**src/hw/rtl/lgp_pkg.sv**
```systemverilog
package lgp_pkg;

	localparam int OFFSET_BITS = 32;
	localparam int GROUP_BITS  = 16;
	localparam int HASH_BITS   = 32;
	localparam int KIND_BITS   = 2;
	localparam int MAX_RESULTS = 3;
	localparam int NUM_BITS    = $clog2(MAX_RESULTS + 1);

	localparam int QDEPTH     = 4;
	localparam int QPTR_BITS  = $clog2(QDEPTH);
	localparam int QCNT_BITS  = $clog2(QDEPTH + 1);

	localparam logic [HASH_BITS-1:0] FNV_START = 32'h811C_9DC5;
	localparam logic [HASH_BITS-1:0] FNV_PRIME = 32'h0100_0193;

	localparam logic [7:0] CHAR_CR    = 8'h0D;
	localparam logic [7:0] CHAR_LF    = 8'h0A;
	localparam logic [7:0] CHAR_SPACE = 8'h20;
	localparam logic [7:0] CHAR_TAB   = 8'h09;

	localparam logic CMD_BYTE = 1'b0;
	localparam logic CMD_END  = 1'b1;

	typedef enum logic [KIND_BITS-1:0] {
		KIND_NAME  = 2'd0,
		KIND_GROUP = 2'd1,
		KIND_DONE  = 2'd2
	} kind_t;

	typedef struct packed {
		kind_t                  kind;
		logic [OFFSET_BITS-1:0] line_start;
		logic [OFFSET_BITS-1:0] line_length;
		logic [GROUP_BITS-1:0]  group_size;
		logic [HASH_BITS-1:0]   text_hash;
		logic [OFFSET_BITS-1:0] byte_total;
		logic                   run_last;
	} res_t;

	typedef struct packed {
		logic [NUM_BITS-1:0]    num;
		res_t [MAX_RESULTS-1:0] item;
	} push_t;

	function automatic logic [OFFSET_BITS-1:0] sat_off(input logic [OFFSET_BITS-1:0] v);
		return (&v) ? v : v + 1'b1;
	endfunction

	function automatic logic [GROUP_BITS-1:0] sat_grp(input logic [GROUP_BITS-1:0] v);
		return (&v) ? v : v + 1'b1;
	endfunction

	function automatic logic is_blank(input logic [7:0] b);
		return (b == CHAR_SPACE) || (b == CHAR_TAB);
	endfunction

endpackage

```
**src/hw/rtl/lgp_if.sv**
```systemverilog
interface lgp_in_if import lgp_pkg::*; ();
	logic       valid;
	logic       ready;
	logic       cmd;
	logic [7:0] data_byte;

	modport source (output valid, output cmd, output data_byte, input ready);
	modport sink (input valid, input cmd, input data_byte, output ready);
endinterface

interface lgp_out_if import lgp_pkg::*; ();
	logic                   valid;
	logic                   ready;
	logic [KIND_BITS-1:0]   kind;
	logic [OFFSET_BITS-1:0] line_start;
	logic [OFFSET_BITS-1:0] line_length;
	logic [GROUP_BITS-1:0]  group_size;
	logic [HASH_BITS-1:0]   text_hash;
	logic [OFFSET_BITS-1:0] byte_total;
	logic                   run_last;

	modport source (output valid, output kind, output line_start, output line_length,
		output group_size, output text_hash, output byte_total, output run_last,
		input ready);
	modport sink (input valid, input kind, input line_start, input line_length,
		input group_size, input text_hash, input byte_total, input run_last,
		output ready);
endinterface

interface lgp_cfg_if import lgp_pkg::*; ();
	logic                 valid;
	logic                 ready;
	logic [HASH_BITS-1:0] hash_start;

	modport source (output valid, output hash_start, input ready);
	modport sink (input valid, input hash_start, output ready);
endinterface

```
**src/hw/rtl/lgp_core.sv**
```systemverilog
module lgp_core import lgp_pkg::*; (
	input  logic      clk,
	input  logic      arst_n,
	lgp_in_if.sink    text,
	lgp_cfg_if.sink   cfg,
	input  logic      space_ok,
	output push_t     push
);

	logic       valid_s1;
	logic       cmd_s1;
	logic [7:0] byte_s1;
	logic       fire;

	logic [HASH_BITS-1:0]   hash_start_q, hash_q, hash_d;
	logic [OFFSET_BITS-1:0] pos_q, pos_d;
	logic [OFFSET_BITS-1:0] start_q, start_d;
	logic [OFFSET_BITS-1:0] len_q, len_d;
	logic                   content_q, content_d;
	logic                   acr_q, acr_d;
	logic [GROUP_BITS-1:0]  gc_q, gc_d;

	logic [GROUP_BITS-1:0]  gc_after;
	res_t                   line_res, grp_res, done_res;
	res_t [MAX_RESULTS-1:0] item;
	logic [NUM_BITS-1:0]    n;
	logic                   close;

	assign text.ready = !valid_s1 || space_ok;
	assign fire       = valid_s1 && space_ok;
	assign cfg.ready  = 1'b1;

	always_ff @(posedge clk or negedge arst_n) begin
		if (!arst_n) begin
			valid_s1 <= 1'b0;
		end else if (text.valid && text.ready) begin
			valid_s1 <= 1'b1;
		end else if (fire) begin
			valid_s1 <= 1'b0;
		end
	end

	always_ff @(posedge clk) begin
		if (text.valid && text.ready) begin
			cmd_s1  <= text.cmd;
			byte_s1 <= text.data_byte;
		end
	end

	always_comb begin
		gc_after = content_q ? sat_grp(gc_q) : gc_q;

		line_res             = '0;
		line_res.kind        = KIND_NAME;
		line_res.line_start  = start_q;
		line_res.line_length = len_q;

		grp_res            = '0;
		grp_res.kind       = KIND_GROUP;
		grp_res.group_size = gc_after;

		done_res            = '0;
		done_res.kind       = KIND_DONE;
		done_res.text_hash  = hash_q;
		done_res.byte_total = pos_q;

		hash_d    = hash_q;
		pos_d     = pos_q;
		start_d   = start_q;
		len_d     = len_q;
		content_d = content_q;
		acr_d     = acr_q;
		gc_d      = gc_q;
		item      = '0;
		n         = '0;
		close     = 1'b0;

		if (cmd_s1 == CMD_END) begin
			if (content_q) begin
				item[n] = line_res;
				n       = n + 1'b1;
			end
			if (gc_after != '0) begin
				item[n] = grp_res;
				n       = n + 1'b1;
			end
			item[n]   = done_res;
			n         = n + 1'b1;
			hash_d    = hash_start_q;
			pos_d     = '0;
			start_d   = '0;
			len_d     = '0;
			content_d = 1'b0;
			acr_d     = 1'b0;
			gc_d      = '0;
		end else begin
			hash_d = HASH_BITS'((hash_q ^ {{(HASH_BITS-8){1'b0}}, byte_s1}) * FNV_PRIME);
			pos_d  = sat_off(pos_q);
			case (byte_s1)
				CHAR_CR: begin
					close = 1'b1;
					acr_d = 1'b1;
				end
				CHAR_LF: begin
					// The LF of a CR LF pair ends no line of its own.
					if (acr_q) begin
						acr_d = 1'b0;
					end else begin
						close = 1'b1;
					end
				end
				default: begin
					acr_d = 1'b0;
					if (len_q == '0) begin
						start_d = pos_q;
					end
					len_d = sat_off(len_q);
					if (!is_blank(byte_s1)) begin
						content_d = 1'b1;
					end
				end
			endcase
			if (close) begin
				if (content_q) begin
					item[n] = line_res;
					n       = n + 1'b1;
					gc_d    = gc_after;
				end else if (gc_q != '0) begin
					item[n] = grp_res;
					n       = n + 1'b1;
					gc_d    = '0;
				end
				len_d     = '0;
				start_d   = '0;
				content_d = 1'b0;
			end
		end

		if (n != '0) begin
			item[n - 1'b1].run_last = 1'b1;
		end
	end

	always_ff @(posedge clk or negedge arst_n) begin
		if (!arst_n) begin
			hash_start_q <= FNV_START;
			hash_q       <= FNV_START;
			pos_q        <= '0;
			start_q      <= '0;
			len_q        <= '0;
			content_q    <= 1'b0;
			acr_q        <= 1'b0;
			gc_q         <= '0;
		end else begin
			if (fire) begin
				pos_q     <= pos_d;
				start_q   <= start_d;
				len_q     <= len_d;
				content_q <= content_d;
				acr_q     <= acr_d;
				gc_q      <= gc_d;
			end
			if (cfg.valid && cfg.ready) begin
				hash_start_q <= cfg.hash_start;
			end
			// Before the first byte of a text the running hash follows the register.
			if (cfg.valid && cfg.ready && pos_q == '0) begin
				hash_q <= cfg.hash_start;
			end else if (fire) begin
				hash_q <= hash_d;
			end
		end
	end

	assign push.num  = fire ? n : '0;
	assign push.item = item;

endmodule

```
**src/hw/rtl/lgp_result_queue.sv**
```systemverilog
module lgp_result_queue import lgp_pkg::*; (
	input  logic      clk,
	input  logic      arst_n,
	input  push_t     push,
	output logic      space_ok,
	lgp_out_if.source result
);

	res_t                 mem [QDEPTH];
	logic [QPTR_BITS-1:0] wr_ptr_q;
	logic [QPTR_BITS-1:0] rd_ptr_q;
	logic [QCNT_BITS-1:0] count_q;
	logic                 pop;
	res_t                 head;

	// Room for a full set of results from one request.
	assign space_ok = (count_q <= QCNT_BITS'(QDEPTH - MAX_RESULTS));
	assign pop      = result.valid && result.ready;

	always_ff @(posedge clk or negedge arst_n) begin
		if (!arst_n) begin
			wr_ptr_q <= '0;
			rd_ptr_q <= '0;
			count_q  <= '0;
		end else begin
			wr_ptr_q <= wr_ptr_q + QPTR_BITS'(push.num);
			if (pop) begin
				rd_ptr_q <= rd_ptr_q + 1'b1;
			end
			count_q <= count_q + QCNT_BITS'(push.num) - QCNT_BITS'(pop);
		end
	end

	always_ff @(posedge clk) begin
		for (int i = 0; i < MAX_RESULTS; i++) begin
			if (NUM_BITS'(i) < push.num) begin
				mem[wr_ptr_q + QPTR_BITS'(i)] <= push.item[i];
			end
		end
	end

	assign head               = mem[rd_ptr_q];
	assign result.valid       = (count_q != '0);
	assign result.kind        = head.kind;
	assign result.line_start  = head.line_start;
	assign result.line_length = head.line_length;
	assign result.group_size  = head.group_size;
	assign result.text_hash   = head.text_hash;
	assign result.byte_total  = head.byte_total;
	assign result.run_last    = head.run_last;

endmodule

```
**src/hw/rtl/line_group_parser_with_hash.sv**
```systemverilog
// Line group parser with FNV-1a 32 hash.
// The text channel takes one request per byte (cmd 0) and one end marker (cmd 1).
// The cfg channel loads hash_start; it is always ready, and it is to be written
// by the user only while idle, which the block itself does not enforce.
// The result channel gives name lines (kind 0), closed groups (kind 1) and the
// final hash and byte count (kind 2); run_last marks the last result of a request.
// A request is held in the input register, where its results are formed and
// written into a four-entry result queue once the queue has room.
// Text bytes are taken at one per cycle while the queue has room. A byte gives
// at most one result; an end marker gives up to three, which leave the queue one
// per cycle while the receiver is ready, and the request after it waits in the
// input register until the queue has room again.
// The input register moves on while the queue holds at most one result, so a
// stalled receiver stops the text channel once the queue holds more.
// Reset clears the parser state and the queue and sets hash_start to 0x811C9DC5.
// After each end marker the parser returns to that state, keeping hash_start.
module line_group_parser_with_hash import lgp_pkg::*; (
	input  logic      clk,
	input  logic      arst_n,
	lgp_in_if.sink    text,
	lgp_cfg_if.sink   cfg,
	lgp_out_if.source result
);

	push_t push;
	logic  space_ok;

	lgp_core u_core (
		.clk      (clk),
		.arst_n   (arst_n),
		.text     (text),
		.cfg      (cfg),
		.space_ok (space_ok),
		.push     (push)
	);

	lgp_result_queue u_queue (
		.clk      (clk),
		.arst_n   (arst_n),
		.push     (push),
		.space_ok (space_ok),
		.result   (result)
	);

endmodule

```
**src/flat_wrapper.sv**
```systemverilog
// flat-port wrapper written by rule: the top's interface ports become plain ports
module line_group_parser_with_hash_flat import lgp_pkg::*;
  (clk, arst_n, text_valid, text_cmd, text_data_byte, text_ready, cfg_valid, cfg_hash_start, cfg_ready, result_valid, result_kind, result_line_start, result_line_length, result_group_size, result_text_hash, result_byte_total, result_run_last, result_ready);
  lgp_in_if text_i ();
  lgp_cfg_if cfg_i ();
  lgp_out_if result_i ();
  input  logic clk;
  input  logic arst_n;
  input wire logic [$bits(text_i.valid)-1:0] text_valid;
  input wire logic [$bits(text_i.cmd)-1:0] text_cmd;
  input wire logic [$bits(text_i.data_byte)-1:0] text_data_byte;
  output wire logic [$bits(text_i.ready)-1:0] text_ready;
  input wire logic [$bits(cfg_i.valid)-1:0] cfg_valid;
  input wire logic [$bits(cfg_i.hash_start)-1:0] cfg_hash_start;
  output wire logic [$bits(cfg_i.ready)-1:0] cfg_ready;
  output wire logic [$bits(result_i.valid)-1:0] result_valid;
  output wire logic [$bits(result_i.kind)-1:0] result_kind;
  output wire logic [$bits(result_i.line_start)-1:0] result_line_start;
  output wire logic [$bits(result_i.line_length)-1:0] result_line_length;
  output wire logic [$bits(result_i.group_size)-1:0] result_group_size;
  output wire logic [$bits(result_i.text_hash)-1:0] result_text_hash;
  output wire logic [$bits(result_i.byte_total)-1:0] result_byte_total;
  output wire logic [$bits(result_i.run_last)-1:0] result_run_last;
  input wire logic [$bits(result_i.ready)-1:0] result_ready;
  assign text_i.valid = text_valid;
  assign text_i.cmd = text_cmd;
  assign text_i.data_byte = text_data_byte;
  assign text_ready = text_i.ready;
  assign cfg_i.valid = cfg_valid;
  assign cfg_i.hash_start = cfg_hash_start;
  assign cfg_ready = cfg_i.ready;
  assign result_valid = result_i.valid;
  assign result_kind = result_i.kind;
  assign result_line_start = result_i.line_start;
  assign result_line_length = result_i.line_length;
  assign result_group_size = result_i.group_size;
  assign result_text_hash = result_i.text_hash;
  assign result_byte_total = result_i.byte_total;
  assign result_run_last = result_i.run_last;
  assign result_i.ready = result_ready;
  line_group_parser_with_hash u_core (.clk(clk), .arst_n(arst_n), .text(text_i), .cfg(cfg_i), .result(result_i));
endmodule
```
**config.mk**
```make
export PLATFORM = sky130hd
export DESIGN_NAME = line_group_parser_with_hash_flat
export DESIGN_NICKNAME = d
export VERILOG_FILES = /design/src/hw/rtl/lgp_pkg.sv /design/src/hw/rtl/lgp_if.sv /design/src/hw/rtl/lgp_core.sv /design/src/hw/rtl/lgp_result_queue.sv /design/src/hw/rtl/line_group_parser_with_hash.sv /design/src/flat_wrapper.sv
export SDC_FILE = /design/constraint.sdc
export NUM_CORES = 2
export LEC_CHECK = 0
export ABC_CLOCK_PERIOD_IN_PS = 18000
export BUFFER_PORTS_ARGS = -buffer_cell sky130_fd_sc_hd__buf_2
export CELL_PAD_IN_SITES_DETAIL_PLACEMENT = 2
export CELL_PAD_IN_SITES_GLOBAL_PLACEMENT = 2
export CORE_ASPECT_RATIO = 0.9
export CORE_UTILIZATION = 44
export CTS_CLUSTER_SIZE = 30
export DETAILED_ROUTE_END_ITERATION = 7
export GPL_ROUTABILITY_DRIVEN = 1
export PLACE_DENSITY = 0.77
export SYNTH_ARGS = -nofsm -noshare
export SYNTH_HDL_FRONTEND = slang
export SYNTH_SLANG_ARGS = --single-unit
```
**constraint.sdc**
```tcl
create_clock -name clk -period 18 [get_ports clk]
set_input_delay 0.9 -clock clk [delete_from_list [all_inputs] [get_ports clk]]
set_output_delay 0.9 -clock clk [all_outputs]
set_load 0.01 [all_outputs]
```
==> summary.txt <==
Synth
  – Share of Yosys cell area claimed by the top area cell type: 43.5%
  – Yosys top cell by area: edfxtp_1
  – Synth Cell Area: 41300 um2
  – Sequential fraction of the synthesis area: 54.8%
  – Flops & latches, synth: 783
  – Largest cells by area after synthesis: edfxtp_1 43%, dfrtp_1 9.6%, mux4_2 8.0%
  – Synthesized net count: 3518
  – Count of different cell masters after synthesis: 92
  – Ys async rst share: 23.8%
  – Gate Count Post-Synth: 3198
  – Mean post-synth cell area: 12.9 um2
  – Main flop type after synthesis: edfxtp_1
  – Yosys warns: 0
  – Post-synth EDFFs: 597

Die
  – Core area: 92800 um2
  – Die width: 325 um
  – Full die area: 95000 um2
  – Die Y: 292 um
  – Io pins: 196
  – Cell Rows: 106
  – Initial core utilization: 44.4%

Global route
  – Total track usage: 28.0%
  – Vias in the first global route: 31.0k
  – Largest net degree at the start of global routing: 124
  – Antenna violations before repair: 6
  – First-pass GRT wire length: 201000 um
  – Gr ovfl total: 0

Finish
  – Commonest non-fill, non-tap cell in the layout: edfxtp_1
  – Multi-input logic area: 17200 um2
  – Most frequent cells in the layout: 597 x edfxtp_1, 388 x and2_1, 199 x ha_1, 193 x buf_2, 192 x inv_1
  – FF/Latch Area: 22600 um2
  – Fin nets: 3633
  – Ant diodes: 0
  – Layout cells sized above 1: 18.3%
  – # fillers: 8884
  – P&R area growth vs syn: 12.2%

STA
  – Fmax achieved: 0.137 GHz
  – Pins over their slew limit: 0
  – # setup viols final: 0
  – Unrepaired setup endpoints after global routing: no
  – Min Tclk post-route: 7.29 ns
  – Slew margin rel.: 5.95%
  – Final hold violation count: 0
  – Clock skew: 0.0266 ns
  – Tcrit/Tclk final: 40.5%
  – Setup TNS: 0 ns
  – Least-Margin Pin Slew: 1.41 ns

Place
  – Hpwl dp: 85400 um
  – IO Port Bufs: 194
  – Routability Congestion: 0.897

Critical path
  – Critical path class: reg -> reg
  – Crit path launch type: register
  – CP arrival: 7.56 ns
  – Worst path max stage delay: 0.86 ns
  – Crit end category: register
  – CP Cell Sequence: ha_1 > and4_1 > nand4_2 > mux2i_1 > nand4_1 > a2111oi_4 > nand4b_4 > ha_1 > nand2b_1 > nand3_1 > inv_1 > nand2_1 > nand2_1 > a32o_4 > buf_4 > buf_4
  – Worst Path Required: 18.27 ns
  – Slowest cell on the critical path: buf_4
  – R2R depth: 16
  – Max FO, Critical Path: 60

Min path
  – Hold WC Path Type: in -> async

Clocking
  – TritonCTS Buffers: 85
  – CTS Hold Bufs: 0
  – Total clock sinks: 783
  – Htree depth: 3
  – Post-CTS setup buffers: 0
  – # resized after CTS: 0
  – Clock Tree Buf Depth: 3
  – CTS tree: yes
  – Later-pin clock latency in the skew report: 0.67 ns
  – CTS root buffer: clkbuf_16
  – Clock edge transition at the registers on the reported setup and hold paths: 0.07 ns

Route
  – Routed length per instance: 28.4 um
  – Routed vias/inst: 5.82
  – Final ANT Viol Nets: 0
  – TritonRoute pass-1 iters: 5
  – Iteration-0 DRC Markers: 1787
  – Detailed Route WL: 132000 um
  – # DRC: 0
  – Vias: 26.9k

Run
  – Max Cap Viol: 0

Outcome
  – Status: complete, no violations
[critical path, delay by kind of cell (launching register included)]
family | cells | cell delay (ns)
AOI/OAI and AO/OA | 2 | 0.90
muxes | 1 | 0.51
DFF | 1 | 0.58
buffers and inverters | 3 | 1.94
adders and majority gates | 2 | 0.91
and+or+nand+nor | 8 | 1.92
[stage by stage]
step / cell area (um2) / instances / setup slack, ns / hold WS, ns / utilization, %
2_1_floorplan: 41300 / 3198 / 3.41 / 0.444 / -
3_3_place_gp: 43400 / 4468 / 11.18 / 0.455 / 46.8
3_5_place_dp: 43400 / 4468 / 10.80 / 0.493 / 46.8
4_1_cts: 46300 / 4627 / 10.74 / 0.250 / 49.9
5_1_grt: 46300 / 4627 / 10.32 / 0.272 / 49.9
6_report: 46300 / 4627 / 10.72 / 0.232 / 49.9
[worst paths after layout]
path                                                     start                             end  slack, ns
max in group asynchronous                               arst_n        u_core.u_core.hash_q[14]      16.23
worst min register to register  u_core.u_core.hash_start_q[13]  u_core.u_core.hash_start_q[13]       0.51
worst max-delay path                     u_core.u_core.gc_q[0]       u_core.u_queue.mem[3][41]      10.72
min in group clk                             text_data_byte[7]        u_core.u_core.byte_s1[7]       0.44
worst min-delay path                                    arst_n          u_core.u_core.gc_q[15]       0.23
worst max register to register           u_core.u_core.gc_q[0]       u_core.u_queue.mem[3][41]      10.72
[synth_stat cells, types with 32 or more instances]
| cell type | count |
|---|---|
| nor2b_1 | 121 |
| nor2_1 | 138 |
| xor2_1 | 57 |
| xnor2_1 | 46 |
| a21oi_1 | 57 |
| fa_1 | 75 |
| clkbuf_1 | 140 |
| a22o_1 | 32 |
| edfxtp_1 | 597 |
| inv_1 | 192 |
| mux2_2 | 35 |
| nand2_1 | 187 |
| mux4_2 | 147 |
| nor3_1 | 43 |
| and2_1 | 388 |
| nand3_1 | 53 |
| buf_1 | 35 |
| dfrtp_1 | 158 |
| ha_1 | 199 |
| o21ai_0 | 160 |
[cell type report]
| cell class | count | share of cell area (%) |
|---|---|---|
| inverters | 193 | 1.57 |
| multi-input cells | 2022 | 37.3 |
| clock inverters | 42 | 1.09 |
| clock buffers | 117 | 5.12 |
| flip-flops and latches | 783 | 48.9 |
| repair buffers | 228 | 2.72 |
| well taps | 1242 | 3.36 |
[state kept, by name, summed over array words and instances, names as in the netlist]
signal,cells
u_core.u_queue.count_q,3
u_core.u_core.byte_s1,8
u_core.u_core.valid_s1,1
u_core.u_queue.mem,588
u_core.u_queue.wr_ptr_q,2
u_core.u_core.start_q,32
u_core.u_core.acr_q,1
u_core.u_core.gc_q,16
u_core.u_core.content_q,1
u_core.u_core.pos_q,32
u_core.u_core.cmd_s1,1
u_core.u_core.hash_start_q,32
u_core.u_core.len_q,32
u_core.u_queue.rd_ptr_q,2
u_core.u_core.hash_q,32
[cell families (layout without fill, tap and decap cells)]
logic type / count (synthesis) / in the layout / synth area share (%)
other: 1 / 1 / 0.00909
xor gates and xnor gates: 103 / 103 / 2.19
AOI/OAI and AO/OA: 388 / 388 / 6.15
buffers and inverters: 393 / 580 / 3.75
adders and majority gates: 274 / 274 / 9.68
muxes: 192 / 192 / 9.22
DFF: 783 / 783 / 54.8
and+or+nand+nor: 1064 / 1064 / 14.2
[per-layer routing]
metal	vias to the layer above	GRT usage, %	share of wire [%]
met1	14400	36.0	41
met4	4	8.89	3.1
met5	-	0	0.017
li1	11700	-	-
met3	199	3.30	4.2
met2	654	49.5	51
Power is left out: the tool's default activity adds up to more than one toggle a clock period on the data nets, which glitch-free logic cannot reach.
